## src/rtl/hpa_pkg.sv

```systemverilog
`timescale 1ns / 1ps
`default_nettype none

package hpa_pkg;

    // Pool geometry, fixed by the slot and count field widths
    localparam int POOL_SLOTS = 64;
    localparam int SLOT_W     = 6;
    localparam int LINK_W     = 7;
    localparam int HANDLE_W   = 31;
    localparam int COUNT_W    = 7;
    localparam int GEN_W      = HANDLE_W - SLOT_W;

    // Null link of the free list
    localparam logic [LINK_W-1:0]  LINK_NIL  = LINK_W'(POOL_SLOTS);
    localparam logic [COUNT_W-1:0] POOL_FULL = COUNT_W'(POOL_SLOTS);

    // Stream word widths
    localparam int IN_W  = 40;
    localparam int OUT_W = 48;

    typedef enum logic [1:0] {
        CMD_ALLOC  = 2'd0,
        CMD_FREE   = 2'd1,
        CMD_LOOKUP = 2'd2,
        CMD_SCAN   = 2'd3
    } t_cmd;

    typedef enum logic [1:0] {
        ST_OK    = 2'd0,
        ST_NONE  = 2'd1,
        ST_STALE = 2'd2
    } t_status;

    typedef enum logic {
        ALU_INC = 1'b0,
        ALU_DEC = 1'b1
    } t_alu_op;

    typedef enum logic [2:0] {
        S_IDLE,
        S_ALLOC,
        S_ALLOC_WR,
        S_FREE,
        S_LOOKUP,
        S_SCAN,
        S_SCAN_RD
    } t_state;

    // Slot memory access request from the sequencer
    typedef struct packed {
        logic                rd_en;
        logic [SLOT_W-1:0]   rd_addr;
        logic                h_we;
        logic [SLOT_W-1:0]   h_addr;
        logic [HANDLE_W-1:0] h_data;
        logic                l_we;
        logic [SLOT_W-1:0]   l_addr;
        logic [LINK_W-1:0]   l_data;
    } t_mem_req;

endpackage

`default_nettype wire

```

## src/rtl/hpa_mem.sv

```systemverilog
`timescale 1ns / 1ps
`default_nettype none

module hpa_mem (
    input  wire logic                         i_clk,
    input  wire logic                         i_rst_n,
    input  wire hpa_pkg::t_mem_req            i_req,
    output logic [hpa_pkg::HANDLE_W-1:0]      o_rd_handle,
    output logic [hpa_pkg::LINK_W-1:0]        o_rd_link
);
    import hpa_pkg::*;

    logic [HANDLE_W-1:0]   r_h_mem [POOL_SLOTS];
    logic [LINK_W-1:0]     r_l_mem [POOL_SLOTS];
    logic [POOL_SLOTS-1:0] r_h_vld;
    logic [POOL_SLOTS-1:0] r_l_vld;
    logic [HANDLE_W-1:0]   r_rd_handle;
    logic [LINK_W-1:0]     r_rd_link;

    // written marks: an unwritten entry reads as its reset value
    always_ff @(posedge i_clk) begin
        if (!i_rst_n) begin
            r_h_vld <= '0;
            r_l_vld <= '0;
        end else begin
            if (i_req.h_we) begin
                r_h_vld[i_req.h_addr] <= 1'b1;
            end
            if (i_req.l_we) begin
                r_l_vld[i_req.l_addr] <= 1'b1;
            end
        end
    end

    // write ports
    always_ff @(posedge i_clk) begin
        if (i_req.h_we) begin
            r_h_mem[i_req.h_addr] <= i_req.h_data;
        end
        if (i_req.l_we) begin
            r_l_mem[i_req.l_addr] <= i_req.l_data;
        end
    end

    // registered read: handle resets to zero, link to position + 1
    always_ff @(posedge i_clk) begin
        if (i_req.rd_en) begin
            r_rd_handle <= r_h_vld[i_req.rd_addr] ? r_h_mem[i_req.rd_addr] : '0;
            r_rd_link   <= r_l_vld[i_req.rd_addr] ? r_l_mem[i_req.rd_addr]
                                                  : LINK_W'(i_req.rd_addr) + LINK_W'(1);
        end
    end

    assign o_rd_handle = r_rd_handle;
    assign o_rd_link   = r_rd_link;

endmodule

`default_nettype wire

```

## src/rtl/hpa_alu.sv

```systemverilog
`timescale 1ns / 1ps
`default_nettype none

module hpa_alu (
    input  wire hpa_pkg::t_alu_op           i_op,
    input  wire logic [hpa_pkg::GEN_W-1:0]  i_a,
    output logic [hpa_pkg::GEN_W-1:0]       o_y,
    output logic                            o_carry
);
    import hpa_pkg::*;

    // shared incrementer / decrementer with carry out
    always_comb begin
        case (i_op)
            ALU_INC: {o_carry, o_y} = {1'b0, i_a} + (GEN_W + 1)'(1);
            ALU_DEC: {o_carry, o_y} = {1'b0, i_a} - (GEN_W + 1)'(1);
            default: {o_carry, o_y} = {1'b0, i_a};
        endcase
    end

endmodule

`default_nettype wire

```

## src/rtl/handle_pool_allocator.sv

```systemverilog
`timescale 1ns / 1ps
`default_nettype none

// Handle pool allocator: 64 slots on a linked free list, one command per input
// word (allocate, free, look up, scan) and exactly one result word per command.
// Commands run one at a time under a small sequencer that shares a single
// incrementer/decrementer; slot handles and links sit in a memory with a registered
// read port. A new command is accepted only once the last one has returned to idle;
// a scan examines one slot per cycle from scan_start until it finds a used slot or
// passes the last slot. A result waits in an output register, so a stalled master
// side costs nothing until the next result is due. free_order may be written
// only while the block is idle.
module handle_pool_allocator (
    input  wire logic                      i_clk,
    input  wire logic                      i_rst_n,
    // config: free_order
    input  wire logic                      i_cfg_we,
    input  wire logic                      i_cfg_wdata,
    // command stream
    input  wire logic                      s_axis_tvalid,
    output logic                           s_axis_tready,
    // tdata: cmd[1:0], handle_in[32:2], scan_start[38:33], zero pad[39]
    input  wire logic [hpa_pkg::IN_W-1:0]  s_axis_tdata,
    // result stream
    output logic                           m_axis_tvalid,
    input  wire logic                      m_axis_tready,
    // tdata: status[1:0], handle_out[32:2], slot[38:33], used_count[45:39], zero pad[47:46]
    output logic [hpa_pkg::OUT_W-1:0]      m_axis_tdata
);
    import hpa_pkg::*;

    t_state                r_state, n_state;
    logic [HANDLE_W-1:0]   r_h, n_h;
    logic [LINK_W-1:0]     r_idx, n_idx;
    logic [HANDLE_W-1:0]   r_nh, n_nh;
    logic [LINK_W-1:0]     r_head, n_head;
    logic [LINK_W-1:0]     r_tail, n_tail;
    logic [COUNT_W-1:0]    r_in_use, n_in_use;
    logic [POOL_SLOTS-1:0] r_valid, n_valid;
    logic                  r_free_order;
    logic                  r_out_vld, n_out_vld;
    logic [OUT_W-1:0]      r_out_data, n_out_data;

    t_mem_req              mem_req;
    logic [HANDLE_W-1:0]   rd_handle;
    logic [LINK_W-1:0]     rd_link;
    t_alu_op               alu_op;
    logic [GEN_W-1:0]      alu_a, alu_y;
    logic                  alu_carry;

    t_cmd                  in_cmd;
    logic [HANDLE_W-1:0]   in_h;
    logic [SLOT_W-1:0]     in_start;
    logic                  s_acc, out_free, handle_ok, exhausted;
    logic [SLOT_W-1:0]     pos, head_pos;
    logic                  res_load;
    t_status               res_status;
    logic [HANDLE_W-1:0]   res_handle;
    logic [SLOT_W-1:0]     res_slot;
    logic [COUNT_W-1:0]    res_count;

    hpa_mem u_mem (
        .i_clk       (i_clk),
        .i_rst_n     (i_rst_n),
        .i_req       (mem_req),
        .o_rd_handle (rd_handle),
        .o_rd_link   (rd_link)
    );

    hpa_alu u_alu (
        .i_op    (alu_op),
        .i_a     (alu_a),
        .o_y     (alu_y),
        .o_carry (alu_carry)
    );

    // input word fields
    assign in_cmd   = t_cmd'(s_axis_tdata[1:0]);
    assign in_h     = s_axis_tdata[32:2];
    assign in_start = s_axis_tdata[38:33];

    assign s_axis_tready = (r_state == S_IDLE);
    assign s_acc         = s_axis_tvalid && s_axis_tready;
    assign out_free      = !r_out_vld || m_axis_tready;
    assign m_axis_tvalid = r_out_vld;
    assign m_axis_tdata  = r_out_data;

    assign pos       = r_h[SLOT_W-1:0];
    assign head_pos  = r_head[SLOT_W-1:0];
    assign handle_ok = r_valid[pos] && (rd_handle == r_h);
    assign exhausted = (r_in_use >= POOL_FULL) || (r_head >= LINK_NIL);

    // config register
    always_ff @(posedge i_clk) begin
        if (!i_rst_n) begin
            r_free_order <= 1'b0;
        end else if (i_cfg_we) begin
            r_free_order <= i_cfg_wdata;
        end
    end

    // state and control registers
    always_ff @(posedge i_clk) begin
        if (!i_rst_n) begin
            r_state   <= S_IDLE;
            r_head    <= '0;
            r_tail    <= LINK_W'(POOL_SLOTS - 1);
            r_in_use  <= '0;
            r_valid   <= '0;
            r_out_vld <= 1'b0;
        end else begin
            r_state   <= n_state;
            r_head    <= n_head;
            r_tail    <= n_tail;
            r_in_use  <= n_in_use;
            r_valid   <= n_valid;
            r_out_vld <= n_out_vld;
        end
    end

    // payload registers
    always_ff @(posedge i_clk) begin
        r_h        <= n_h;
        r_idx      <= n_idx;
        r_nh       <= n_nh;
        r_out_data <= n_out_data;
    end

    // sequencer
    always_comb begin
        n_state    = r_state;
        n_h        = r_h;
        n_idx      = r_idx;
        n_nh       = r_nh;
        n_head     = r_head;
        n_tail     = r_tail;
        n_in_use   = r_in_use;
        n_valid    = r_valid;
        mem_req    = '0;
        alu_op     = ALU_INC;
        alu_a      = '0;
        res_load   = 1'b0;
        res_status = ST_OK;
        res_handle = '0;
        res_slot   = '0;
        res_count  = r_in_use;

        case (r_state)
            S_IDLE: begin
                if (s_acc) begin
                    n_h             = in_h;
                    n_idx           = {1'b0, in_start};
                    mem_req.rd_en   = 1'b1;
                    mem_req.rd_addr = (in_cmd == CMD_ALLOC) ? head_pos : in_h[SLOT_W-1:0];
                    case (in_cmd)
                        CMD_ALLOC:  n_state = S_ALLOC;
                        CMD_FREE:   n_state = S_FREE;
                        CMD_LOOKUP: n_state = S_LOOKUP;
                        CMD_SCAN:   n_state = S_SCAN;
                        default:    n_state = S_IDLE;
                    endcase
                end
            end

            // next generation: bump the bits above the position, wrap on overflow
            S_ALLOC: begin
                alu_op = ALU_INC;
                alu_a  = rd_handle[HANDLE_W-1:SLOT_W];
                if (exhausted) begin
                    if (out_free) begin
                        res_load   = 1'b1;
                        res_status = ST_NONE;
                        n_state    = S_IDLE;
                    end
                end else begin
                    n_nh    = (rd_handle == '0 || alu_carry) ? HANDLE_W'(head_pos)
                                                            : {alu_y, head_pos};
                    n_state = S_ALLOC_WR;
                end
            end

            // commit allocation and pop the list head
            S_ALLOC_WR: begin
                alu_op = ALU_INC;
                alu_a  = GEN_W'(r_in_use);
                if (out_free) begin
                    mem_req.h_we      = 1'b1;
                    mem_req.h_addr    = head_pos;
                    mem_req.h_data    = r_nh;
                    n_valid[head_pos] = 1'b1;
                    n_in_use          = alu_y[COUNT_W-1:0];
                    if (r_head == r_tail) begin
                        n_head = LINK_NIL;
                        n_tail = LINK_NIL;
                    end else begin
                        n_head = rd_link;
                    end
                    res_load   = 1'b1;
                    res_handle = r_nh;
                    res_slot   = head_pos;
                    res_count  = alu_y[COUNT_W-1:0];
                    n_state    = S_IDLE;
                end
            end

            // free: return a live slot at head or tail of the list; a stale handle is refused
            S_FREE: begin
                alu_op = ALU_DEC;
                alu_a  = GEN_W'(r_in_use);
                if (out_free) begin
                    res_load = 1'b1;
                    res_slot = pos;
                    n_state  = S_IDLE;
                    if (!handle_ok) begin
                        res_status = ST_STALE;
                    end else begin
                        n_valid[pos] = 1'b0;
                        n_in_use     = alu_y[COUNT_W-1:0];
                        res_count    = alu_y[COUNT_W-1:0];
                        if (r_free_order) begin
                            mem_req.l_we   = 1'b1;
                            mem_req.l_addr = pos;
                            mem_req.l_data = r_head;
                            if (r_head >= LINK_NIL) begin
                                n_tail = LINK_W'(pos);
                            end
                            n_head = LINK_W'(pos);
                        end else begin
                            if (r_tail >= LINK_NIL) begin
                                n_head = LINK_W'(pos);
                            end else begin
                                mem_req.l_we   = 1'b1;
                                mem_req.l_addr = r_tail[SLOT_W-1:0];
                                mem_req.l_data = LINK_W'(pos);
                            end
                            n_tail = LINK_W'(pos);
                        end
                    end
                end
            end

            S_LOOKUP: begin
                if (out_free) begin
                    res_load   = 1'b1;
                    res_slot   = pos;
                    res_status = handle_ok ? ST_OK : ST_STALE;
                    res_handle = handle_ok ? rd_handle : '0;
                    n_state    = S_IDLE;
                end
            end

            // walk one slot per cycle until a used one turns up or the pool end is passed
            S_SCAN: begin
                alu_op = ALU_INC;
                alu_a  = GEN_W'(r_idx);
                if (r_idx >= LINK_W'(POOL_SLOTS)) begin
                    if (out_free) begin
                        res_load   = 1'b1;
                        res_status = ST_NONE;
                        n_state    = S_IDLE;
                    end
                end else if (r_valid[r_idx[SLOT_W-1:0]]) begin
                    mem_req.rd_en   = 1'b1;
                    mem_req.rd_addr = r_idx[SLOT_W-1:0];
                    n_state         = S_SCAN_RD;
                end else begin
                    n_idx = alu_y[LINK_W-1:0];
                end
            end

            S_SCAN_RD: begin
                if (out_free) begin
                    res_load   = 1'b1;
                    res_handle = rd_handle;
                    res_slot   = r_idx[SLOT_W-1:0];
                    n_state    = S_IDLE;
                end
            end

            default: begin
                n_state = S_IDLE;
            end
        endcase
    end

    // output register
    always_comb begin
        n_out_vld  = r_out_vld && !m_axis_tready;
        n_out_data = r_out_data;
        if (res_load) begin
            n_out_vld  = 1'b1;
            n_out_data = {2'b00, res_count, res_slot, res_handle, res_status};
        end
    end

    // bookkeeping checks
    a_count_bound: assert property (@(posedge i_clk) disable iff (!i_rst_n)
        r_in_use <= POOL_FULL)
        else $error("used count above pool size");

    a_count_match: assert property (@(posedge i_clk) disable iff (!i_rst_n)
        $countones(r_valid) == int'(r_in_use))
        else $error("used count disagrees with valid marks");

    a_list_ends: assert property (@(posedge i_clk) disable iff (!i_rst_n)
        (r_head == LINK_NIL) == (r_tail == LINK_NIL))
        else $error("free list head and tail disagree on empty");

    a_no_idle_result: assert property (@(posedge i_clk) disable iff (!i_rst_n)
        (r_state == S_IDLE) |-> !res_load)
        else $error("result produced with no command in progress");

    a_full_no_head: assert property (@(posedge i_clk) disable iff (!i_rst_n)
        (r_in_use == POOL_FULL) |-> (r_head == LINK_NIL))
        else $error("free list not empty with pool full");

endmodule

`default_nettype wire

```

## config.mk

```make
export PLATFORM = sky130hd
export DESIGN_NAME = handle_pool_allocator
export DESIGN_NICKNAME = d
export VERILOG_FILES = /design/src/rtl/hpa_pkg.sv /design/src/rtl/hpa_mem.sv /design/src/rtl/hpa_alu.sv /design/src/rtl/handle_pool_allocator.sv
export SDC_FILE = /design/constraint.sdc
export NUM_CORES = 2
export LEC_CHECK = 0
export ABC_AREA = 1
export CAP_MARGIN = 20
export CORE_AREA = 3 3 578 580
export DETAILED_ROUTE_END_ITERATION = 8
export DIE_AREA = 0 0 581 583
export DONT_BUFFER_PORTS = 1
export PLACE_DENSITY = 0.5
export SLEW_MARGIN = 5
export SYNTH_ARGS = -nofsm -noshare
export SYNTH_HDL_FRONTEND = slang
export SYNTH_SLANG_ARGS = --single-unit
```

## constraint.sdc

```tcl
create_clock -name i_clk -period 6 [get_ports i_clk]
set_clock_uncertainty 0.1 [all_clocks]
set_input_delay 0.9 -clock i_clk [delete_from_list [all_inputs] [get_ports i_clk]]
set_output_delay 0.9 -clock i_clk [all_outputs]
set_load 0.03 [all_outputs]
```

## Word-level counts from Yosys, hierarchy flattened

Memory sizes are Yosys's and may differ from the RTL's. A register that Yosys moved wholly into a read port is not among the register bits.
Index checks and enable logic that the tools add are counted.

- Add/sub/neg operators: 3
- Order comparisons: 14
- Equal/unequal tests: 21
- Mux-type cells: 90
- Bitwise logic cells: 7
- Reductions and logical operators: 28

Operators with widths:

| operator | count |
|---|---|
| 64-bit two-way mux | 3 |
| 64-bit OR | 3 |
| 7-bit two-way mux | 22 |
| 64-bit one-hot mux with 2 select lines | 1 |
| 31-bit two-way mux | 4 |
| 31-bit one-hot mux with 3 select lines | 1 |
| 38-bit two-way mux | 2 |
| 25-bit one-hot mux with 3 select lines | 1 |
| 14-bit two-way mux | 5 |
| 7-bit one-hot mux with 2 select lines | 5 |
| 64-bit AND | 1 |
| 64-bit NOT | 1 |
| 25-bit one-hot mux with 2 select lines | 1 |
| 6-bit by 7-bit less-than comparator with 1-bit output, second input constant | 6 |
| 31-bit == test | 1 |
| 31-bit logical NOT | 1 |
| 7-bit >= comparator, second input constant | 4 |
| 25-bit by 1-bit adder with 26-bit output, second input constant | 1 |
| 25-bit by 1-bit subtractor with 26-bit output, second input constant | 1 |
| 1-bit binary-select mux with 6-bit select | 4 |
| 1-bit demux with 6-bit select | 4 |
| 6-bit by 1-bit >= comparator with 1-bit output, second input constant | 4 |
| 6-bit two-way mux | 4 |
| 3-bit one-hot mux with 4 select lines | 2 |
| other kinds (30) | 81 |

- Register bits: 340
- Memory bits (writable): 2432
- Output and inout bits: 50
- Logic and storage cells: 180
- Memories: 2

Memory list:

| name | words | width | rd ports | clocked after Yosys merged registers in | write ports | RTL line | RTL |
|---|---|---|---|---|---|---|---|
| u_mem.r_h_mem | 64 | 31 | 1 | 1 | 1 | hpa_mem.sv:13 | `logic [HANDLE_W-1:0] r_h_mem [POOL_SLOTS];` |
| u_mem.r_l_mem | 64 | 7 | 1 | 0 | 1 | hpa_mem.sv:14 | `logic [LINK_W-1:0] r_l_mem [POOL_SLOTS];` |

## Longest topological paths before layout

- Depth in word-level cells: 11
- Depth in mapped cells: 29
- Mapped depth without buffers: 24

## Cells and area by module

Synthesis repeated with hierarchy kept, for this count alone.

- Cells, all modules: 11054
- Area total of the unflattened synthesis: 118120.8 µm²

Modules (own cells, without submodules):

| module | times used | cells an instance | area an instance (µm²) | seq. area each (µm²) |
|---|---|---|---|---|
| hpa_mem | 1 | 9127 | 104831.8 | 76733.6 |
| handle_pool_allocator | 1 | 1605 | 11816.3 | 5255.0 |
| hpa_alu | 1 | 322 | 1472.7 | 0.0 |

## Worst setup path after synthesis

OpenSTA, ideal clock, no wires.

- Path type: register -> register
- Start point: register r_h[0]
- End point: memory u_mem.r_l_mem[0][6] (data pin)
- Library setup time: 0.864 ns
- Arrival: 5.524 ns
- Data required time: 5.036 ns
- Path slack: -0.487 ns
- Cell stages (with the launch flop): 17
- Buffers on the path: 3
- Period minus slack after synthesis: 6.487 ns
- Path through: edfxtp_1 -> buf_2 -> inv_1 -> nand3_1 -> inv_2 -> a22oi_1 -> o2111ai_1 -> nand2_1 -> nand2_1 -> inv_1 -> nand4_1 -> nand2_2 -> nor2_2 -> buf_4 -> buf_2 -> inv_1 -> nor4_1

RTL lines:

| what | RTL line | RTL |
|---|---|---|
| from (decl) | handle_pool_allocator.sv:33 | `logic [HANDLE_W-1:0] r_h, n_h;` |
| from (signal assigned) | handle_pool_allocator.sv:123 | `r_h <= n_h;` |
| to (decl) | hpa_mem.sv:14 |  |

## Final worst setup path

- Start point: register r_idx[0]
- End point: register u_mem.r_rd_handle[20] (netlist: u_mem.o_rd_handle[20]) (read register of u_mem.r_h_mem) (data pin)

- Cells in the longest elaborated chain, start to end: 8
- Elaborated cells between the ends (all ways): 9
- Those cells by class: 1 x order compare; 7 x mux; 1 x reduce/logical

RTL lines:

| what | RTL line | RTL |
|---|---|---|
| from (decl) | handle_pool_allocator.sv:34 | `logic [LINK_W-1:0] r_idx, n_idx;` |
| from (signal assigned) | handle_pool_allocator.sv:124 | `r_idx <= n_idx;` |
| 1-bit binary-select mux with 6-bit select | handle_pool_allocator.sv:262 | `end else if (r_valid[r_idx[SLOT_W-1:0]]) begin` |
| 1-bit two-way mux (not written as such) | handle_pool_allocator.sv:262 |  |
| 7-bit two-way mux | handle_pool_allocator.sv:262 |  |
| 7-bit two-way mux * | handle_pool_allocator.sv:256 | `if (r_idx >= LINK_W'(POOL_SLOTS)) begin` |
| 7-bit one-hot mux with 2 select lines * | handle_pool_allocator.sv:148 | `case (r_state)` |
| 1-bit binary-select mux with 6-bit select | hpa_mem.sv:48 | `r_rd_handle <= r_h_vld[i_req.rd_addr] ? r_h_mem[i_req.rd_addr] : '0;` |
| 1-bit two-way mux (not written as such) | hpa_mem.sv:48 |  |
| 1-bit logical NOT (no line) | -- |  |
| to (decl) | hpa_mem.sv:17 | `logic [HANDLE_W-1:0] r_rd_handle;` |

Mark *: on every way between the ends. The rest lies on a longest branch, timed or not. The select of a mux whose other input is x is not followed.
A chain may end at the register's enable or synchronous reset.

==> flow_results.xml <==
<?xml version="1.0" encoding="UTF-8"?>
<metrics>
  <group name="place">
    <metric name="numPlacedInstances" unit="">15449</metric>
    <metric name="detailedPlace.worstSlack" unit="ps">652</metric>
    <metric name="port_buffers" unit="">0</metric>
    <metric name="dpl.hpwl" unit="um">228000</metric>
    <metric name="routabilityCongestion" unit="">0.885</metric>
  </group>
  <group name="grt">
    <metric name="grt_max_degree" unit="">144</metric>
    <metric name="grt_pass1_wl" unit="um">559000</metric>
    <metric name="vias_in_the_first_global_route" unit="">79822</metric>
    <metric name="grt_overflow" unit="">0</metric>
    <metric name="globalRouteTotalUtil" unit="%">22.2</metric>
    <metric name="initial_antenna_violation_count" unit="">11</metric>
  </group>
  <group name="power_and_ir_drop">
    <metric name="switchingPower" unit="mW">15.8</metric>
    <metric name="totalPowerFinal" unit="mW">51.2</metric>
    <metric name="switching_share" unit="%">30.8</metric>
    <metric name="p_int" unit="mW">35.5</metric>
    <metric name="p_seq_share" unit="%">44.4</metric>
    <metric name="clockPowerShare" unit="%">36.8</metric>
    <metric name="p_comb_share" unit="%">18.8</metric>
    <metric name="ir_drop" unit="mV">0.218</metric>
    <metric name="p_per_area" unit="nW/um^2">369</metric>
    <metric name="power_leakage" unit="nW">51.7</metric>
  </group>
  <group name="floorplan">
    <metric name="fp.dieH" unit="um">583</metric>
    <metric name="row_count" unit="">211</metric>
    <metric name="i_o_pin_cnt" unit="">96</metric>
    <metric name="design.core.area" unit="sq um">330000</metric>
    <metric name="dieWidth" unit="um">581</metric>
    <metric name="die_area" unit="sq um">339000</metric>
    <metric name="initial_core_utilization" unit="%">36.9</metric>
  </group>
  <group name="timing">
    <metric name="fin_tns_setup" unit="ps">0</metric>
    <metric name="fmaxAchievable" unit="GHz">0.182</metric>
    <metric name="final-setup-viol-count" unit="">0</metric>
    <metric name="hold_violations" unit="">0</metric>
    <metric name="slew_headroom" unit="%">23.1</metric>
    <metric name="rsz0062_at_grt" unit="">no</metric>
    <metric name="transition_time_at_the_pin_with_the_least_slew_margin" unit="ps">1150</metric>
    <metric name="final_max_slew_viol_count" unit="">0</metric>
    <metric name="final_critical_path_setup_slack" unit="ps">518</metric>
    <metric name="post-route-period-util" unit="%">91.4</metric>
    <metric name="fin_crit_period" unit="ps">5480</metric>
  </group>
  <group name="yosys">
    <metric name="ys_warn_count" unit="">0</metric>
    <metric name="ys_ff_latch" unit="">2803</metric>
    <metric name="yosysSeqAreaShare" unit="%">67.4</metric>
    <metric name="synth.avg_cell_area" unit="sq um">10.7</metric>
    <metric name="unique_cell_type_count_in_the_yosys_netlist" unit="">55</metric>
    <metric name="yosys.area.top_type_share" unit="%">63.8</metric>
    <metric name="postSynthCellCount" unit="">11416</metric>
    <metric name="synth-edff-count" unit="">2585</metric>
    <metric name="async_reset_ff_share" unit="%">0</metric>
    <metric name="synth.area.top_cells" unit="">sky130_fd_sc_hd__edfxtp_1 64%, sky130_fd_sc_hd__nand2_1 8.4%, sky130_fd_sc_hd__nand3_1 6.8%</metric>
    <metric name="post-synth-top-area-cell" unit="">sky130_fd_sc_hd__edfxtp_1</metric>
    <metric name="synth.cell_area" unit="sq um">122000</metric>
    <metric name="top_ff_cell_synth" unit="">sky130_fd_sc_hd__edfxtp_1</metric>
  </group>
  <group name="clocking">
    <metric name="cts_buffer_depth" unit="">4</metric>
    <metric name="tritoncts_clock_tree" unit="">yes</metric>
    <metric name="cts-buffers-inserted" unit="">315</metric>
    <metric name="clock_latency" unit="ps">910</metric>
    <metric name="htreeDepth" unit="">5</metric>
    <metric name="clk_transition_reported_paths" unit="ps">60</metric>
    <metric name="clk_root_buffer_cell" unit="">sky130_fd_sc_hd__clkbuf_16</metric>
    <metric name="cts_sinks" unit="">2803</metric>
    <metric name="cts-resized-gates" unit="">0</metric>
  </group>
  <group name="route">
    <metric name="vias_per_cell" unit="">5.23</metric>
    <metric name="ant_nets" unit="">0</metric>
    <metric name="routedLengthMet1" unit="um">173000</metric>
    <metric name="top_layer" unit="">met4</metric>
    <metric name="via_count" unit="">84080</metric>
    <metric name="routed_wl" unit="um">385000</metric>
    <metric name="routed_wire_length_per_instance" unit="um">24.0</metric>
    <metric name="drt_pre_antenna_iters" unit="">6</metric>
    <metric name="routed-wl-met2" unit="um">172000</metric>
    <metric name="met3_wirelength" unit="um">29700</metric>
    <metric name="post-route-drc-count" unit="">0</metric>
    <metric name="dr.first_iter.drc_count" unit="">8809</metric>
  </group>
  <group name="cells_and_area">
    <metric name="final_net_count" unit="">11494</metric>
    <metric name="final_cell_mix" unit="">2,709 x sky130_fd_sc_hd__nand2_1, 2,585 x sky130_fd_sc_hd__edfxtp_1, 1,643 x sky130_fd_sc_hd__nand3_1, 1,577 x sky130_fd_sc_hd__inv_1, 617 x sky130_fd_sc_hd__o211ai_1</metric>
    <metric name="mostFrequentLayoutCell" unit="">sky130_fd_sc_hd__nand2_1</metric>
    <metric name="post_layout_nonfiller_instances" unit="">16072</metric>
    <metric name="layout-drive-gt1-share" unit="%">8.28</metric>
    <metric name="area.growth.synth_to_final" unit="%">14.2</metric>
  </group>
  <group name="hold_path">
    <metric name="hold_end" unit="">r_idx[2]</metric>
    <metric name="min-delay-start" unit="">s_axis_tdata[35]</metric>
    <metric name="hold_path_class" unit="">input port to flip-flop</metric>
    <metric name="whs_path_depth" unit="">2</metric>
  </group>
  <group name="setup_path">
    <metric name="required" unit="ps">6660</metric>
    <metric name="setup.worst_path.start_class" unit="">flip-flop</metric>
    <metric name="rr_startpoint" unit="">r_idx[0]</metric>
    <metric name="crit-reg2reg-capture" unit="">u_mem.o_rd_handle[20]</metric>
    <metric name="reg2reg_slack" unit="ps">520</metric>
    <metric name="timing_worst_setup_path_type" unit="">flip-flop to flip-flop</metric>
    <metric name="r2r_cells" unit="">23</metric>
    <metric name="worst-path-max-fanout" unit="">45</metric>
    <metric name="timing.critical_path.arrival" unit="ps">6140</metric>
    <metric name="endpoint_kind" unit="">flip-flop</metric>
  </group>
  <group name="outcome">
    <metric name="status" unit="">finished clean</metric>
  </group>
  <group name="flow_run">
    <metric name="maxCapViolCount" unit="">0</metric>
  </group>
</metrics>
[Yosys cell counts, types with 17 or more instances]
cell type,count
sky130_fd_sc_hd__a22oi_1,20
sky130_fd_sc_hd__a21oi_1,87
sky130_fd_sc_hd__nor2_1,551
sky130_fd_sc_hd__nand3_1,1644
sky130_fd_sc_hd__o21ai_0,165
sky130_fd_sc_hd__a211oi_1,23
sky130_fd_sc_hd__buf_2,249
sky130_fd_sc_hd__inv_2,23
sky130_fd_sc_hd__nor3_1,94
sky130_fd_sc_hd__nor4_1,17
sky130_fd_sc_hd__o22ai_1,36
sky130_fd_sc_hd__buf_1,82
sky130_fd_sc_hd__o32ai_1,20
sky130_fd_sc_hd__xor2_1,36
sky130_fd_sc_hd__nand3b_1,173
sky130_fd_sc_hd__inv_1,1579
sky130_fd_sc_hd__dfxtp_1,218
sky130_fd_sc_hd__xnor2_1,23
sky130_fd_sc_hd__buf_4,90
sky130_fd_sc_hd__o211ai_1,617
sky130_fd_sc_hd__edfxtp_1,2585
sky130_fd_sc_hd__clkbuf_1,248
sky130_fd_sc_hd__nand2_1,2713
[flip-flops by register name, summed over array words and instances (netlist names), 3 cells and up]
| name | cells |
|---|---|
| r_idx | 7 |
| u_mem.r_h_mem | 1984 |
| u_mem.r_h_vld | 64 |
| u_mem.r_l_mem | 448 |
| r_head | 7 |
| r_tail | 7 |
| u_mem.r_l_vld | 64 |
| u_mem.o_rd_link | 7 |
| r_state | 3 |
| r_valid | 64 |
| u_mem.o_rd_handle | 31 |
| r_nh | 31 |
| m_axis_tdata | 46 |
| r_in_use | 7 |
| r_h | 31 |
[logic make-up (layout without fill, tap and decap cells)]
logic type | after synthesis | after routing | share of synthesized area (%)
AND/OR/NAND/NOR | 5231 | 5231 | 18.6
flip-flops | 2803 | 2803 | 67.4
buffers and inverters | 2292 | 2574 | 7.69
AO/OA/AOI/OAI | 1021 | 1021 | 5.82
XOR/XNOR | 59 | 59 | 0.425
multiplexers | 6 | 6 | 0.0555
adder cells (fa/ha/maj) | 3 | 3 | 0.0308
other | 1 | 9 | 0.00308
[worst max path at each step]
stage	from	to	slack [ps]
floorplan	r_h[0]	u_mem.r_l_mem[0][6]	1230
global placement	r_idx[0]	u_mem.o_rd_handle[8]	630
detailed placement	r_idx[0]	u_mem.o_rd_handle[8]	650
CTS	r_idx[0]	u_mem.o_rd_handle[8]	640
global route	r_idx[0]	u_mem.o_rd_handle[20]	310
finish	r_idx[0]	u_mem.o_rd_handle[20]	520
[power groups by stage]
stage	Combinational, mW	Sequential, mW	Clock, mW
finish	9.62	22.7	18.9
detailed placement	9.51	23.1	0
CTS	9.57	22.7	19.3
floorplan	5.66	22.9	0
global placement	9.43	23.1	0
global route	10.4	22.8	20.0
[final cells by class]
type	instances	area [sq um]
fillers	30996	191000
flip-flops and latches	2803	82000
multi-input cells	6322	31200
clock buffers	418	8600
inverters	1609	6090
well taps	4366	5460
repair buffers	394	4230
clock inverters	153	1410
diodes	7	17.5
[layer usage]
layer / global-route usage, % / vias up
li1: - / 38963
met1: 32.2 / 41535
met2: 34.5 / 3061
met3: 3.63 / 521
met4: 5.86 / 0
met5: 0 / -
[repair_timing]
| action | 4_1_cts | 5_1_grt |
|---|---|---|
| hold endpoints to repair | 80 | 0 |
| setup buffers | 0 | 0 |
| hold buffers | 37 | 0 |
[metrics by stage]
| step | cell area (sq um) | util [%] | hold WS (ps) |
|---|---|---|---|
| 3_5_place_dp | 128000 | 38.9 | 357 |
| 6_report | 139000 | 42.2 | 105 |
| 5_1_grt | 139000 | 42.2 | 82.0 |
| 3_3_place_gp | 128000 | 38.9 | 349 |
| 2_1_floorplan | 122000 | - | 306 |
| 4_1_cts | 139000 | 42.1 | 33.1 |
[worst max-delay path, cell delays in order, from the launching register on]
cell and delay (ps):
sky130_fd_sc_hd__edfxtp_1 910, sky130_fd_sc_hd__inv_6 300, sky130_fd_sc_hd__nand2_1 150, sky130_fd_sc_hd__nand3_1 80, sky130_fd_sc_hd__nand3_1 100, sky130_fd_sc_hd__nand2_1 150
sky130_fd_sc_hd__nand2_1 90, sky130_fd_sc_hd__nand3_1 80, sky130_fd_sc_hd__nand3_1 140, sky130_fd_sc_hd__nand2_2 120, sky130_fd_sc_hd__nand3_4 160, sky130_fd_sc_hd__nand2_8 280
sky130_fd_sc_hd__inv_8 520, sky130_fd_sc_hd__buf_12 310, sky130_fd_sc_hd__nand2_1 80, sky130_fd_sc_hd__nand2_1 60, sky130_fd_sc_hd__nand2_1 40, sky130_fd_sc_hd__nand3_1 100
sky130_fd_sc_hd__nand3_1 190, sky130_fd_sc_hd__nand3_1 220, sky130_fd_sc_hd__nand3_1 260, sky130_fd_sc_hd__nand2_1 510, sky130_fd_sc_hd__nand2_1 130, sky130_fd_sc_hd__inv_1 80
Power figures use the tool's default switching activity.
